--- config.mk ---
export PLATFORM = sky130hd
export DESIGN_NAME = ipsa_ctrl
export DESIGN_NICKNAME = d
export VERILOG_FILES = /design/src/rtl/ipsa_pkg.sv /design/src/rtl/ipsa_ctrl.sv
export VERILOG_INCLUDE_DIRS = /design/src /design/src/rtl
export SDC_FILE = /design/constraint.sdc
export NUM_CORES = 1
export LEC_CHECK = 0
export BUFFER_PORTS_ARGS = -buffer_cell sky130_fd_sc_hd__buf_4
export CELL_PAD_IN_SITES_DETAIL_PLACEMENT = 1
export CELL_PAD_IN_SITES_GLOBAL_PLACEMENT = 1
export CORE_UTILIZATION = 43
export CTS_BUF_LIST = sky130_fd_sc_hd__clkbuf_4 sky130_fd_sc_hd__clkbuf_8
export CTS_CLUSTER_SIZE = 40
export DETAILED_ROUTE_END_ITERATION = 16
export PLACE_DENSITY = 0.94
export SYNTH_ARGS = -nofsm -noshare
export SYNTH_HDL_FRONTEND = slang
export SYNTH_SLANG_ARGS = --single-unit
--- constraint.sdc ---
create_clock -name clk_i -period 4.95 [get_ports clk_i]
set_clock_uncertainty 0.2 [all_clocks]
set_input_delay 0.495 -clock clk_i [delete_from_list [all_inputs] [get_ports clk_i]]
set_output_delay 0.495 -clock clk_i [all_outputs]
set_load 0.01 [all_outputs]
--- src/rtl/indexed_product_scatter_accumulate_core_macros.svh ---
// ----------------------------------------------------------------------------
// assertion macros for the indexed product scatter accumulate core
// all macros sample on clk_i and are disabled while rst_ni is low
// ----------------------------------------------------------------------------
`ifndef INDEXED_PRODUCT_SCATTER_ACCUMULATE_CORE_MACROS_SVH
`define INDEXED_PRODUCT_SCATTER_ACCUMULATE_CORE_MACROS_SVH

// same-cycle implication
`define IPSA_ASSERT_IMP(lbl, ante, cons) \
  lbl: assert property (@(posedge clk_i) disable iff (!rst_ni) (ante) |-> (cons)) \
    else $error("ipsa: assertion failed");

// next-cycle implication
`define IPSA_ASSERT_NXT(lbl, ante, cons) \
  lbl: assert property (@(posedge clk_i) disable iff (!rst_ni) (ante) |=> (cons)) \
    else $error("ipsa: assertion failed");

`endif

--- src/rtl/ipsa_pkg.sv ---
// ----------------------------------------------------------------------------
// ipsa_pkg
// shared types, store sizes and helpers of the scatter accumulate core
// ----------------------------------------------------------------------------
package ipsa_pkg;

  localparam int VECTOR_DEPTH = 1024;
  localparam int RESULT_DEPTH = 1024;

  localparam int IdxW = 10;
  localparam int ValW = 32;
  localparam int AccW = 48;
  localparam int VecAw = (VECTOR_DEPTH > 1) ? $clog2(VECTOR_DEPTH) : 1;
  localparam int ResAw = (RESULT_DEPTH > 1) ? $clog2(RESULT_DEPTH) : 1;

  typedef logic [IdxW-1:0] idx_t;
  typedef logic signed [ValW-1:0] val_t;
  typedef logic signed [AccW-1:0] acc_t;
  typedef logic signed [2*ValW-1:0] prod_t;
  typedef logic [VecAw-1:0] vec_addr_t;
  typedef logic [ResAw-1:0] res_addr_t;

  typedef enum logic [2:0] {
    MODE_LOAD_FIRST  = 3'd0,
    MODE_LOAD_SECOND = 3'd1,
    MODE_ACCUMULATE  = 3'd2,
    MODE_READ        = 3'd3,
    MODE_CLEAR       = 3'd4
  } mode_e;

  typedef enum logic [1:0] {
    ST_CLEAR,
    ST_IDLE,
    ST_MUL,
    ST_WB
  } state_e;

  // controller to datapath
  typedef struct packed {
    logic      capture;
    logic      mul;
    logic      wb;
    logic      clr;
    res_addr_t clr_addr;
  } cmd_t;

  // datapath to controller
  typedef struct packed {
    logic out_busy;
  } status_t;

  localparam acc_t AccMax = {1'b0, {(AccW-1){1'b1}}};
  localparam acc_t AccMin = {1'b1, {(AccW-1){1'b0}}};

  function automatic logic vec_in_range(idx_t idx);
    return int'(idx) < VECTOR_DEPTH;
  endfunction

  function automatic logic res_in_range(idx_t idx);
    return int'(idx) < RESULT_DEPTH;
  endfunction

endpackage

--- src/rtl/ipsa_ctrl.sv ---
// ----------------------------------------------------------------------------
// ipsa_ctrl
// sequencer: clearing pass after reset, then accept / multiply / write back
// ----------------------------------------------------------------------------
`include "indexed_product_scatter_accumulate_core_macros.svh"

module ipsa_ctrl (
  input  logic              clk_i,
  input  logic              rst_ni,
  input  logic              in_valid_i,
  output logic              in_ready_o,
  input  ipsa_pkg::status_t status_i,
  output ipsa_pkg::cmd_t    cmd_o
);
  import ipsa_pkg::*;

  localparam res_addr_t ClrLast = ResAw'(RESULT_DEPTH - 1);

  state_e    state_q, state_d;
  res_addr_t clr_cnt_q, clr_cnt_d;

  always_ff @(posedge clk_i or negedge rst_ni) begin
    if (!rst_ni) begin
      state_q   <= ST_CLEAR;
      clr_cnt_q <= '0;
    end else begin
      state_q   <= state_d;
      clr_cnt_q <= clr_cnt_d;
    end
  end

  always_comb begin
    state_d        = state_q;
    clr_cnt_d      = clr_cnt_q;
    in_ready_o     = 1'b0;
    cmd_o          = '0;
    cmd_o.clr_addr = clr_cnt_q;
    unique case (state_q)
      ST_CLEAR: begin
        cmd_o.clr = 1'b1;
        clr_cnt_d = clr_cnt_q + 1'b1;
        if (clr_cnt_q == ClrLast) begin
          state_d = ST_IDLE;
        end
      end
      ST_IDLE: begin
        in_ready_o    = 1'b1;
        cmd_o.capture = in_valid_i;
        if (in_valid_i) begin
          state_d = ST_MUL;
        end
      end
      ST_MUL: begin
        cmd_o.mul = 1'b1;
        state_d   = ST_WB;
      end
      ST_WB: begin
        // hold until the output register can take the word
        if (!status_i.out_busy) begin
          cmd_o.wb = 1'b1;
          state_d  = ST_IDLE;
        end
      end
      default: begin
        state_d = ST_IDLE;
      end
    endcase
  end

  `IPSA_ASSERT_IMP(a_clear_runs_full, (state_q == ST_CLEAR && state_d != ST_CLEAR), (clr_cnt_q == ClrLast))
  `IPSA_ASSERT_NXT(a_accept_to_mul, (in_valid_i && in_ready_o), (state_q == ST_MUL && !in_ready_o))
  `IPSA_ASSERT_NXT(a_wb_completes, (state_q == ST_WB && !status_i.out_busy), (state_q == ST_IDLE))

endmodule

==> results of run 1 <==
[cell families after synthesis]
logic type | after synthesis | synth area share [%]
AO/OA/AOI/OAI | 3 | 5.15
buffers and inverters | 4 | 2.97
XOR/XNOR | 9 | 12.5
flip-flops | 12 | 47.5
adder cells (fa/ha/maj) | 5 | 9.90
multiplexers | 3 | 5.74
AND/OR/NAND/NOR | 16 | 16.2
[routing by layer]
layer | up-vias | part of all wire, % | global-route usage (%)
li1 | 219 | - | -
met1 | 227 | 38 | 20.3
met2 | 14 | 57 | 37.7
met3 | 2 | 4.9 | 8.33
met4 | 0 | 0.82 | 10.0
met5 | - | 0 | 0
[worst paths after layout]
path,slack [ps],endpoint
setup / recovery,2950,cmd_o[13]
hold / removal,320,clr_cnt_q[8]$_DFFE_PN0N_
setup reg to reg,3110,state_q[1]$_DFFE_PN0P_
hold reg to reg,320,clr_cnt_q[8]$_DFFE_PN0N_
max in group asynchronous,4010,state_q[1]$_DFFE_PN0P_
min in group asynchronous,380,clr_cnt_q[8]$_DFFE_PN0N_
[stage by stage]
stage / hold WS (ps) / setup WS, ps / instance area [um2] / std cells
after floorplan: -0.591 / 3160 / 632 / 52
after global placement: 142 / 3180 / 778 / 84
after detailed placement: 143 / 3120 / 778 / 84
after CTS: 323 / 2930 / 825 / 89
after global routing: 345 / 2870 / 825 / 89
final: 318 / 2950 / 825 / 89
[final cells by class]
class                   instances  area share [%]
multi-input cells              36            37.9
flip-flops and latches         12            36.4
repair buffers                 19            17.6
clock buffers                   4            4.40
well taps                      15            2.28
inverters                       3            1.37
[registers in the layout (all words and copies together), names as in the netlist]
| signal | count |
|---|---|
| clr_cnt_q | 10 |
| state_q | 2 |
[Yosys cell counts (all sizes together)]
cell type,count,area share [%]
dfrtp,12,48
nor2,4,2.8
and2,1,0.99
nand3,2,3.2
buf,1,1.2
mux2i,1,1.6
nand4,2,3.0
nand2,4,2.4
mux2,2,4.2
a221oi,1,1.4
a22oi,1,1.2
and4,2,3.0
ha,5,9.9
xor2,5,6.9
inv,3,1.8
xnor2,4,5.5
a41oi,1,2.6
nor2b,1,0.99
[power by group through the flow]
| stage | sequential, mW | clock, mW | combinational [mW] |
|---|---|---|---|
| after floorplan | 0.169 | 0 | 0.118 |
| after global placement | 0.164 | 0 | 0.193 |
| after detailed placement | 0.167 | 0 | 0.203 |
| after CTS | 0.166 | 0.0810 | 0.205 |
| after global routing | 0.171 | 0.0837 | 0.220 |
| final | 0.166 | 0.0785 | 0.202 |
==> flow_summary.yaml, run 1 <==
min_path:
  hold_path.startpoint: "clr_cnt_q[8]$_DFFE_PN0N_"
  hold-path-cell-count: 1
  worstHoldPathType: "reg -> reg"
timing:
  timing.final.hold_violations: 0
  rsz0062_at_grt: "no"
  timing_worst_slew_pin_value_ps: 298
  finalSetupViolCount: 0
  tns_ps: 0
  fmaxAchievable_mhz: 501
  fin_crit_ps: 2000
  maxSlewHeadroom_pct: 80.2
  max_slew_violation_total_from_the_final_report: 0
  finalCritPeriodShare_pct: 40.4
finish:
  postLayoutCoreUtil_pct: 61.8
  fill_cells: 154
  fraction_of_final_layout_cells_sized_beyond_drive_strength_1_pct: 40.5
  regArea_um2: 300
  multiInputGateArea_um2: 313
  num-nets-final: 84
  most-common-layout-cells: "18 x sky130_fd_sc_hd__buf_4, 12 x sky130_fd_sc_hd__dfrtp_1, 5 x sky130_fd_sc_hd__xor2_1, 5 x sky130_fd_sc_hd__ha_1"
  mostFrequentLayoutCell: "sky130_fd_sc_hd__buf_4"
  area.growth.synth_to_final_pct: 30.5
  diodes: 0
critical_path:
  timing.critical_path.fanout_max: 5
  critical_path_arrival_ps: 1300
  end_kind: "primary output"
  worstSetupPathDepth: 4
  timing.critical_path.slowest_stage_cell: "sky130_fd_sc_hd__dfrtp_1"
  worst-path-buf-inv: 2
  critPathLaunch: "state_q[1]$_DFFE_PN0P_"
  crit_family: "flip-flops"
  worstPathCellList: "inv_1 > ha_1 > and2_1 > buf_4"
  timing.critical_path.required_ps: 4260
  r2r_cell_count: 5
  critical-path-max-stage-delay_ps: 400
  setup.worst_path.start_class: "flip-flop"
  reg2reg_from: "state_q[0]$_DFFE_PN0P_"
  setup.worst_path.class: "reg -> out"
yosys:
  ys_seq_elements: 12
  synth_cell_type_count: 22
  netlist_instances: 52
  yosys_warnings: 0
  synth.net_count: 61
  synthesis.area_um2: 632
  syn-mean-instance-area_um2: 12.2
  ys_seq_area_share_pct: 47.5
drt:
  mean_number_of_vias_per_cell: 5.19
  vias: 462
  drc: 0
  dr.first_iter.drc_count: 0
  drt-wirelength-per-cell_um: 15.0
  drt_first_pass_iters: 1
  final_routed_wirelength_mm: 1.34
  route.antenna.remaining_nets: 0
power_and_ir_drop:
  power_report.internal_total_mw: 0.281
  comb_power_share_pct: 45.2
  design_power_total_mw: 0.447
  leakagePower_nw: 0.426
  p_clk_share_pct: 17.6
  pwr_density_cell_nw_per_um2: 542
  switching_share_pct: 37.1
  ir_worst_vdd_uv: 315
  switching_power_mw: 0.166
  seq_power_share_pct: 37.3
clock_network:
  cts.htree.levels: 1
  max-clock-path-buffers: 2
  clock-root-buffer: "sky130_fd_sc_hd__clkbuf_4"
  numClockSinks: 12
  ctsHoldBuffers: 1
  postCtsSetupRepairBufs: 0
  cts_tree: "yes"
  cts.reportedPaths.clkPinSlew_ps: 80
  cts-buffers-inserted: 3
  clock_latency_on_the_worst_skew_pair_ps: 280
  post_cts_resized: 0
global_routing:
  antenna_found_initial: 0
  via_count_of_the_first_global_routing_pass: 476
  track_usage_pct: 20.9
  grt_max_degree: 13
  globalRouteOverflowTotal: 0
  grt_first_pass_wirelength_mm: 2.06
placement:
  detailed_place_hpwl_mm: 1.07
  routabilityCongestion: 0.716
  io_buffer_count: 18
floorplan:
  die-area_um2: 1630
  floorplan.die.height_um: 40.3
  coreArea_um2: 1330
  design.portCount: 19
  initial_utilization_pct: 47.4
  width_of_the_die_um: 40.3
  fp-row-count: 13
run:
  max-cap-violations: 0
status:
  outcome: "completed"
(Power assumes the default switching activity.)
==> inputs of run 2 (changes only) <==
Settings changed: CORE_UTILIZATION 43 to 40, PLACE_DENSITY 0.94 to 0.89.
Clock period 4.95 ns to 2.1 ns, I/O delays scaled along.
==> flow_summary.yaml, run 2 (same netlist as run 1, synthesis figures left out) <==
placement:
  io_buffer_count: 18
  routabilityCongestion: 0.717
  detailed_place_hpwl_um: 968
global_routing:
  antenna_found_initial: 0
  grt_max_degree: 13
  track_usage_pct: 18.1
  via_count_of_the_first_global_routing_pass: 495
  grt_first_pass_wirelength_mm: 2.30
  globalRouteOverflowTotal: 0
critical_path:
  critical_path_arrival_ps: 1850
  reg2reg_from: "state_q[0]$_DFFE_PN0P_"
  timing.critical_path.slowest_stage_cell: "sky130_fd_sc_hd__dfrtp_1"
  critical-path-max-stage-delay_ps: 410
  end_kind: "flip-flop"
  setup.worst_path.class: "reg -> reg"
  timing.critical_path.required_ps: 2100
  timing.critical_path.fanout_max: 8
  setup.worst_path.start_class: "flip-flop"
  timing.reg2reg.setup_slack_ps: 250
  worstPathCellList: "inv_1 > ha_1 > and4_1 > nand3_2 > nor2_1 > xor2_1"
  rr_endpoint: "clr_cnt_q[7]$_DFFE_PN0N_"
  r2r_cell_count: 6
finish:
  largest_register_by_flop_count: "clr_cnt_q"
  diodes: 0
  fraction_of_final_layout_cells_sized_beyond_drive_strength_1_pct: 40.5
  mostFrequentLayoutCell: "sky130_fd_sc_hd__buf_4"
  reg_top3: "clr_cnt_q: 10 flops, state_q: 2 flops"
  num-nets-final: 84
  area.growth.synth_to_final_pct: 30.5
  largest_register_ffs: 10
  most-common-layout-cells: "18 x sky130_fd_sc_hd__buf_4, 12 x sky130_fd_sc_hd__dfrtp_1, 5 x sky130_fd_sc_hd__xor2_1, 5 x sky130_fd_sc_hd__ha_1"
floorplan:
  design.portCount: 19
  die-area_um2: 1740
  fp-row-count: 13
  floorplan.die.height_um: 41.7
  coreArea_um2: 1380
  width_of_the_die_um: 41.7
  initial_utilization_pct: 45.7
timing:
  fin_crit_ps: 1850
  timing.final.hold_violations: 0
  finalCritPeriodShare_pct: 88.3
  tns_ps: 0
  rsz0062_at_grt: "no"
  finalSetupViolCount: 0
  fmaxAchievable_mhz: 540
  max_slew_violation_total_from_the_final_report: 0
  maxSlewHeadroom_pct: 80.1
  timing_worst_slew_pin_value_ps: 299
  final.hold.worst_slack_ps: 96.3
status:
  outcome: "completed"
power_and_ir_drop:
  power_report.internal_total_mw: 0.660
  seq_power_share_pct: 37.3
  pwr_density_cell_nw_per_um2: 1270
  p_clk_share_pct: 18.0
  switching_power_mw: 0.388
  design_power_total_mw: 1.05
  leakagePower_nw: 0.426
  switching_share_pct: 37.0
  comb_power_share_pct: 44.7
  ir_worst_vdd_uv: 906
drt:
  dr.first_iter.drc_count: 4
  route.antenna.remaining_nets: 0
  vias: 467
  drc: 0
  mean_number_of_vias_per_cell: 5.25
  drt_first_pass_iters: 4
  final_routed_wirelength_mm: 1.29
  drt-wirelength-per-cell_um: 14.5
clock_network:
  max-clock-path-buffers: 2
  cts_tree: "yes"
  cts.reportedPaths.clkPinSlew_ps: 80
  numClockSinks: 12
  cts.htree.levels: 1
  clock_latency_on_the_worst_skew_pair_ps: 280
  cts-buffers-inserted: 3
  clock-root-buffer: "sky130_fd_sc_hd__clkbuf_4"
min_path:
  worstHoldPathType: "in -> async"
run:
  max-cap-violations: 0
run 2: cell counts in the layout (fill, tap and decap cells not counted):
No cell type changed its count.
run 2: power groups by stage:
stage	sequential, mW	clock, mW	combinational, mW
final	0.390	0.189	0.468
after floorplan	0.397	0	0.277
after global routing	0.405	0.204	0.515
after global placement	0.386	0	0.461
after detailed placement	0.396	0	0.469
after CTS	0.392	0.196	0.474
run 2: stage by stage:
stage,utilization [%],instances,setup slack [ps],instance area (um2)
2_1_floorplan,-,52,308,632
3_3_place_gp,56.3,84,303,778
3_5_place_dp,56.3,84,265,778
4_1_cts,59.6,89,227,825
5_1_grt,59.6,89,89.7,825
6_report,59.6,89,247,825
run 2: layer usage:
layer / vias to the layer above / global-route usage, % / share of wire [%]
met4: 0 / 11.6 / 3.1
met3: 5 / 4.78 / 5.6
met1: 224 / 23.6 / 47
met5: - / 0 / 0
met2: 18 / 26.3 / 44
li1: 220 / - / -
run 2: final cells by class:
cell class	count	area, um2
multi-input combinational	36	313
timing repair buffer	19	145
tap	15	18.8
inverter	3	11.3
fill	152	558
clock buffer	4	36.3
sequential	12	300
run 2: critical path, delay by kind of cell, from the launching register on:
kind | cells | cell delay, ps
AND/OR/NAND/NOR | 3 | 550
flip-flops | 1 | 410
adder cells (fa/ha/maj) | 1 | 340
XOR/XNOR | 1 | 160
buffers and inverters | 1 | 120
run 2: worst max-delay path by stage:
| stage | start | endpoint | slack, ps | depth (start not counted) |
|---|---|---|---|---|
| 2_1_floorplan | state_q[0]$_DFFE_PN0P_ | state_q[1]$_DFFE_PN0P_ | 310 | 6 |
| 3_3_place_gp | state_q[0]$_DFFE_PN0P_ | state_q[1]$_DFFE_PN0P_ | 300 | 5 |
| 3_5_place_dp | state_q[0]$_DFFE_PN0P_ | clr_cnt_q[7]$_DFFE_PN0N_ | 260 | 6 |
| 4_1_cts | state_q[0]$_DFFE_PN0P_ | clr_cnt_q[7]$_DFFE_PN0N_ | 230 | 6 |
| 5_1_grt | state_q[0]$_DFFE_PN0P_ | clr_cnt_q[9]$_DFFE_PN0N_ | 90 | 6 |
| 6_report | state_q[0]$_DFFE_PN0P_ | clr_cnt_q[7]$_DFFE_PN0N_ | 250 | 6 |
run 2: repair_timing:
action / CTS / global route
resized for setup: 0 / 0
buffers inserted: 0 / 0
hold buffers: 1 / 0
hold endpoints to repair: 12 / 0
==> inputs of run 3 (changes only) <==
Settings changed: RECOVER_POWER set to 50.
==> flow_summary.yaml, run 3 (same netlist as run 1, synthesis figures left out) <==
status:
  outcome: "completed"
drt:
  drt-wirelength-per-cell_um: 14.5
  mean_number_of_vias_per_cell: 5.17
  route.antenna.remaining_nets: 0
  drt_first_pass_iters: 2
  dr.first_iter.drc_count: 4
  vias: 460
  drc: 0
  final_routed_wirelength_mm: 1.29
floorplan:
  width_of_the_die_um: 41.7
  floorplan.die.height_um: 41.7
  coreArea_um2: 1380
  fp-row-count: 13
  initial_utilization_pct: 45.7
  design.portCount: 19
  die-area_um2: 1740
min_path:
  worstHoldPathType: "in -> async"
clock_network:
  cts.htree.levels: 1
  clock_latency_on_the_worst_skew_pair_ps: 280
  cts.reportedPaths.clkPinSlew_ps: 80
  post_cts_resized: 0
  clock-root-buffer: "sky130_fd_sc_hd__clkbuf_4"
  numClockSinks: 12
  max-clock-path-buffers: 2
  cts_tree: "yes"
  cts-buffers-inserted: 3
global_routing:
  via_count_of_the_first_global_routing_pass: 495
  grt_first_pass_wirelength_mm: 2.30
  globalRouteOverflowTotal: 0
  grt_max_degree: 13
  track_usage_pct: 18.1
  antenna_found_initial: 0
finish:
  area.growth.synth_to_final_pct: 25.7
  mostFrequentLayoutCell: "sky130_fd_sc_hd__dfrtp_1"
  largest_register_ffs: 10
  most-common-layout-cells: "12 x sky130_fd_sc_hd__dfrtp_1, 10 x sky130_fd_sc_hd__buf_4, 8 x sky130_fd_sc_hd__clkbuf_1, 5 x sky130_fd_sc_hd__xor2_1, 5 x sky130_fd_sc_hd__ha_1"
  fill_cells: 156
  largest_register_by_flop_count: "clr_cnt_q"
  diodes: 0
  reg_top3: "clr_cnt_q: 10 flops, state_q: 2 flops"
  postLayoutCoreUtil_pct: 57.5
  num-nets-final: 84
  final_cell_area_um2: 795
  fraction_of_final_layout_cells_sized_beyond_drive_strength_1_pct: 29.7
placement:
  routabilityCongestion: 0.717
  dpl_cell_area_um2: 778
  io_buffer_count: 18
  pre_cts_ws_ps: 265
  detailed_place_hpwl_um: 968
run:
  max-cap-violations: 0
timing:
  maxSlewHeadroom_pct: 55.8
  timing.final.hold_violations: 0
  finalSetupViolCount: 0
  timing.final.ws_setup_ps: 225
  timing_worst_slew_pin_value_ps: 663
  max_slew_violation_total_from_the_final_report: 0
  fin_crit_ps: 1880
  finalCritPeriodShare_pct: 89.3
  tns_ps: 0
  fmaxAchievable_mhz: 533
  rsz0062_at_grt: "no"
critical_path:
  critical_path_arrival_ps: 1890
  end_kind: "flip-flop"
  timing.critical_path.slowest_stage_cell: "sky130_fd_sc_hd__dfrtp_1"
  worstPathCellList: "inv_1 > ha_1 > and4_1 > nand3_2 > nor2_1 > xor2_1"
  worst-path-buf-inv: 1
  critical-path-max-stage-delay_ps: 410
  critPathLaunch: "state_q[0]$_DFFE_PN0P_"
  setup.worst_path.class: "reg -> reg"
  crit_family: "simple AND/OR/NAND/NOR gates"
  timing.critical_path.fanout_max: 8
  timing.critical_path.required_ps: 2110
  reg2reg_from: "state_q[0]$_DFFE_PN0P_"
  setup.worst_path.start_class: "flip-flop"
power_and_ir_drop:
  ir_worst_vdd_uv: 905
  pwr_density_cell_nw_per_um2: 1290
  leakagePower_nw: 0.394
-- run 3: cell types whose count changed in the layout (fill, tap and decap cells not counted) --
cell	delta
sky130_fd_sc_hd__buf_4	-8
sky130_fd_sc_hd__clkbuf_1	+8
-- run 3: path summary, 6_finish.rpt --
path                                                  to  slack, ps  depth (start not counted)
worst min-delay path            clr_cnt_q[0]$_DFFE_PN0N_        260                          2
max in group asynchronous       clr_cnt_q[2]$_DFFE_PN0N_       1010                          2
worst max-delay path            clr_cnt_q[9]$_DFFE_PN0N_        220                          6
min in group clk_i                state_q[0]$_DFFE_PN0P_        260                          4
worst min register to register  clr_cnt_q[9]$_DFFE_PN0N_        320                          1
worst max register to register  clr_cnt_q[9]$_DFFE_PN0N_        220                          6
-- run 3: repair_timing --
item	4_1_cts	5_1_grt
endpoints found under the hold margin	12	0
hold buffers	1	0
buffers inserted	0	0
-- run 3: report_power, final --
group / switching, mW / leakage, nW / internal (mW)
clock network: 0.0832 / 0.0210 / 0.105
logic: 0.213 / 0.219 / 0.233
registers: 0.0909 / 0.154 / 0.300
total: 0.387 / 0.394 / 0.639
-- run 3: stage by stage --
stage          hold slack, ps  std cells  total power, mW
6_report                  258         89             1.03
5_1_grt                   299         89             1.10
4_1_cts                  91.2         89             1.06
3_5_place_dp             -141         84            0.865
3_3_place_gp             -144         84            0.847
2_1_floorplan            -286         52            0.675
-- run 3: per-layer routing --
| metal | track usage (%) | part of all wire (%) |
|---|---|---|
| met1 | 23.6 | 49 |
| met2 | 26.3 | 43 |
| met3 | 4.78 | 4.9 |
| met4 | 11.6 | 3.1 |
| met5 | 0 | 0 |
-- run 3: area by class of cell --
type	count	area [um2]	area share, %
Tap cell	15	18.8	2.36
Inverter	3	11.3	1.42
Multi-Input combinational cell	36	313	39.4
Timing Repair Buffer	19	115	14.5
Sequential cell	12	300	37.8
Clock buffer	4	36.3	4.57
-- run 3: worst reg2reg max path: stages, from the launching register on --
cell	delay, ps
sky130_fd_sc_hd__dfrtp_1	410
sky130_fd_sc_hd__inv_1	120
sky130_fd_sc_hd__ha_1	340
sky130_fd_sc_hd__and4_1	300
sky130_fd_sc_hd__nand3_2	110
sky130_fd_sc_hd__nor2_1	170
sky130_fd_sc_hd__xor2_1	150
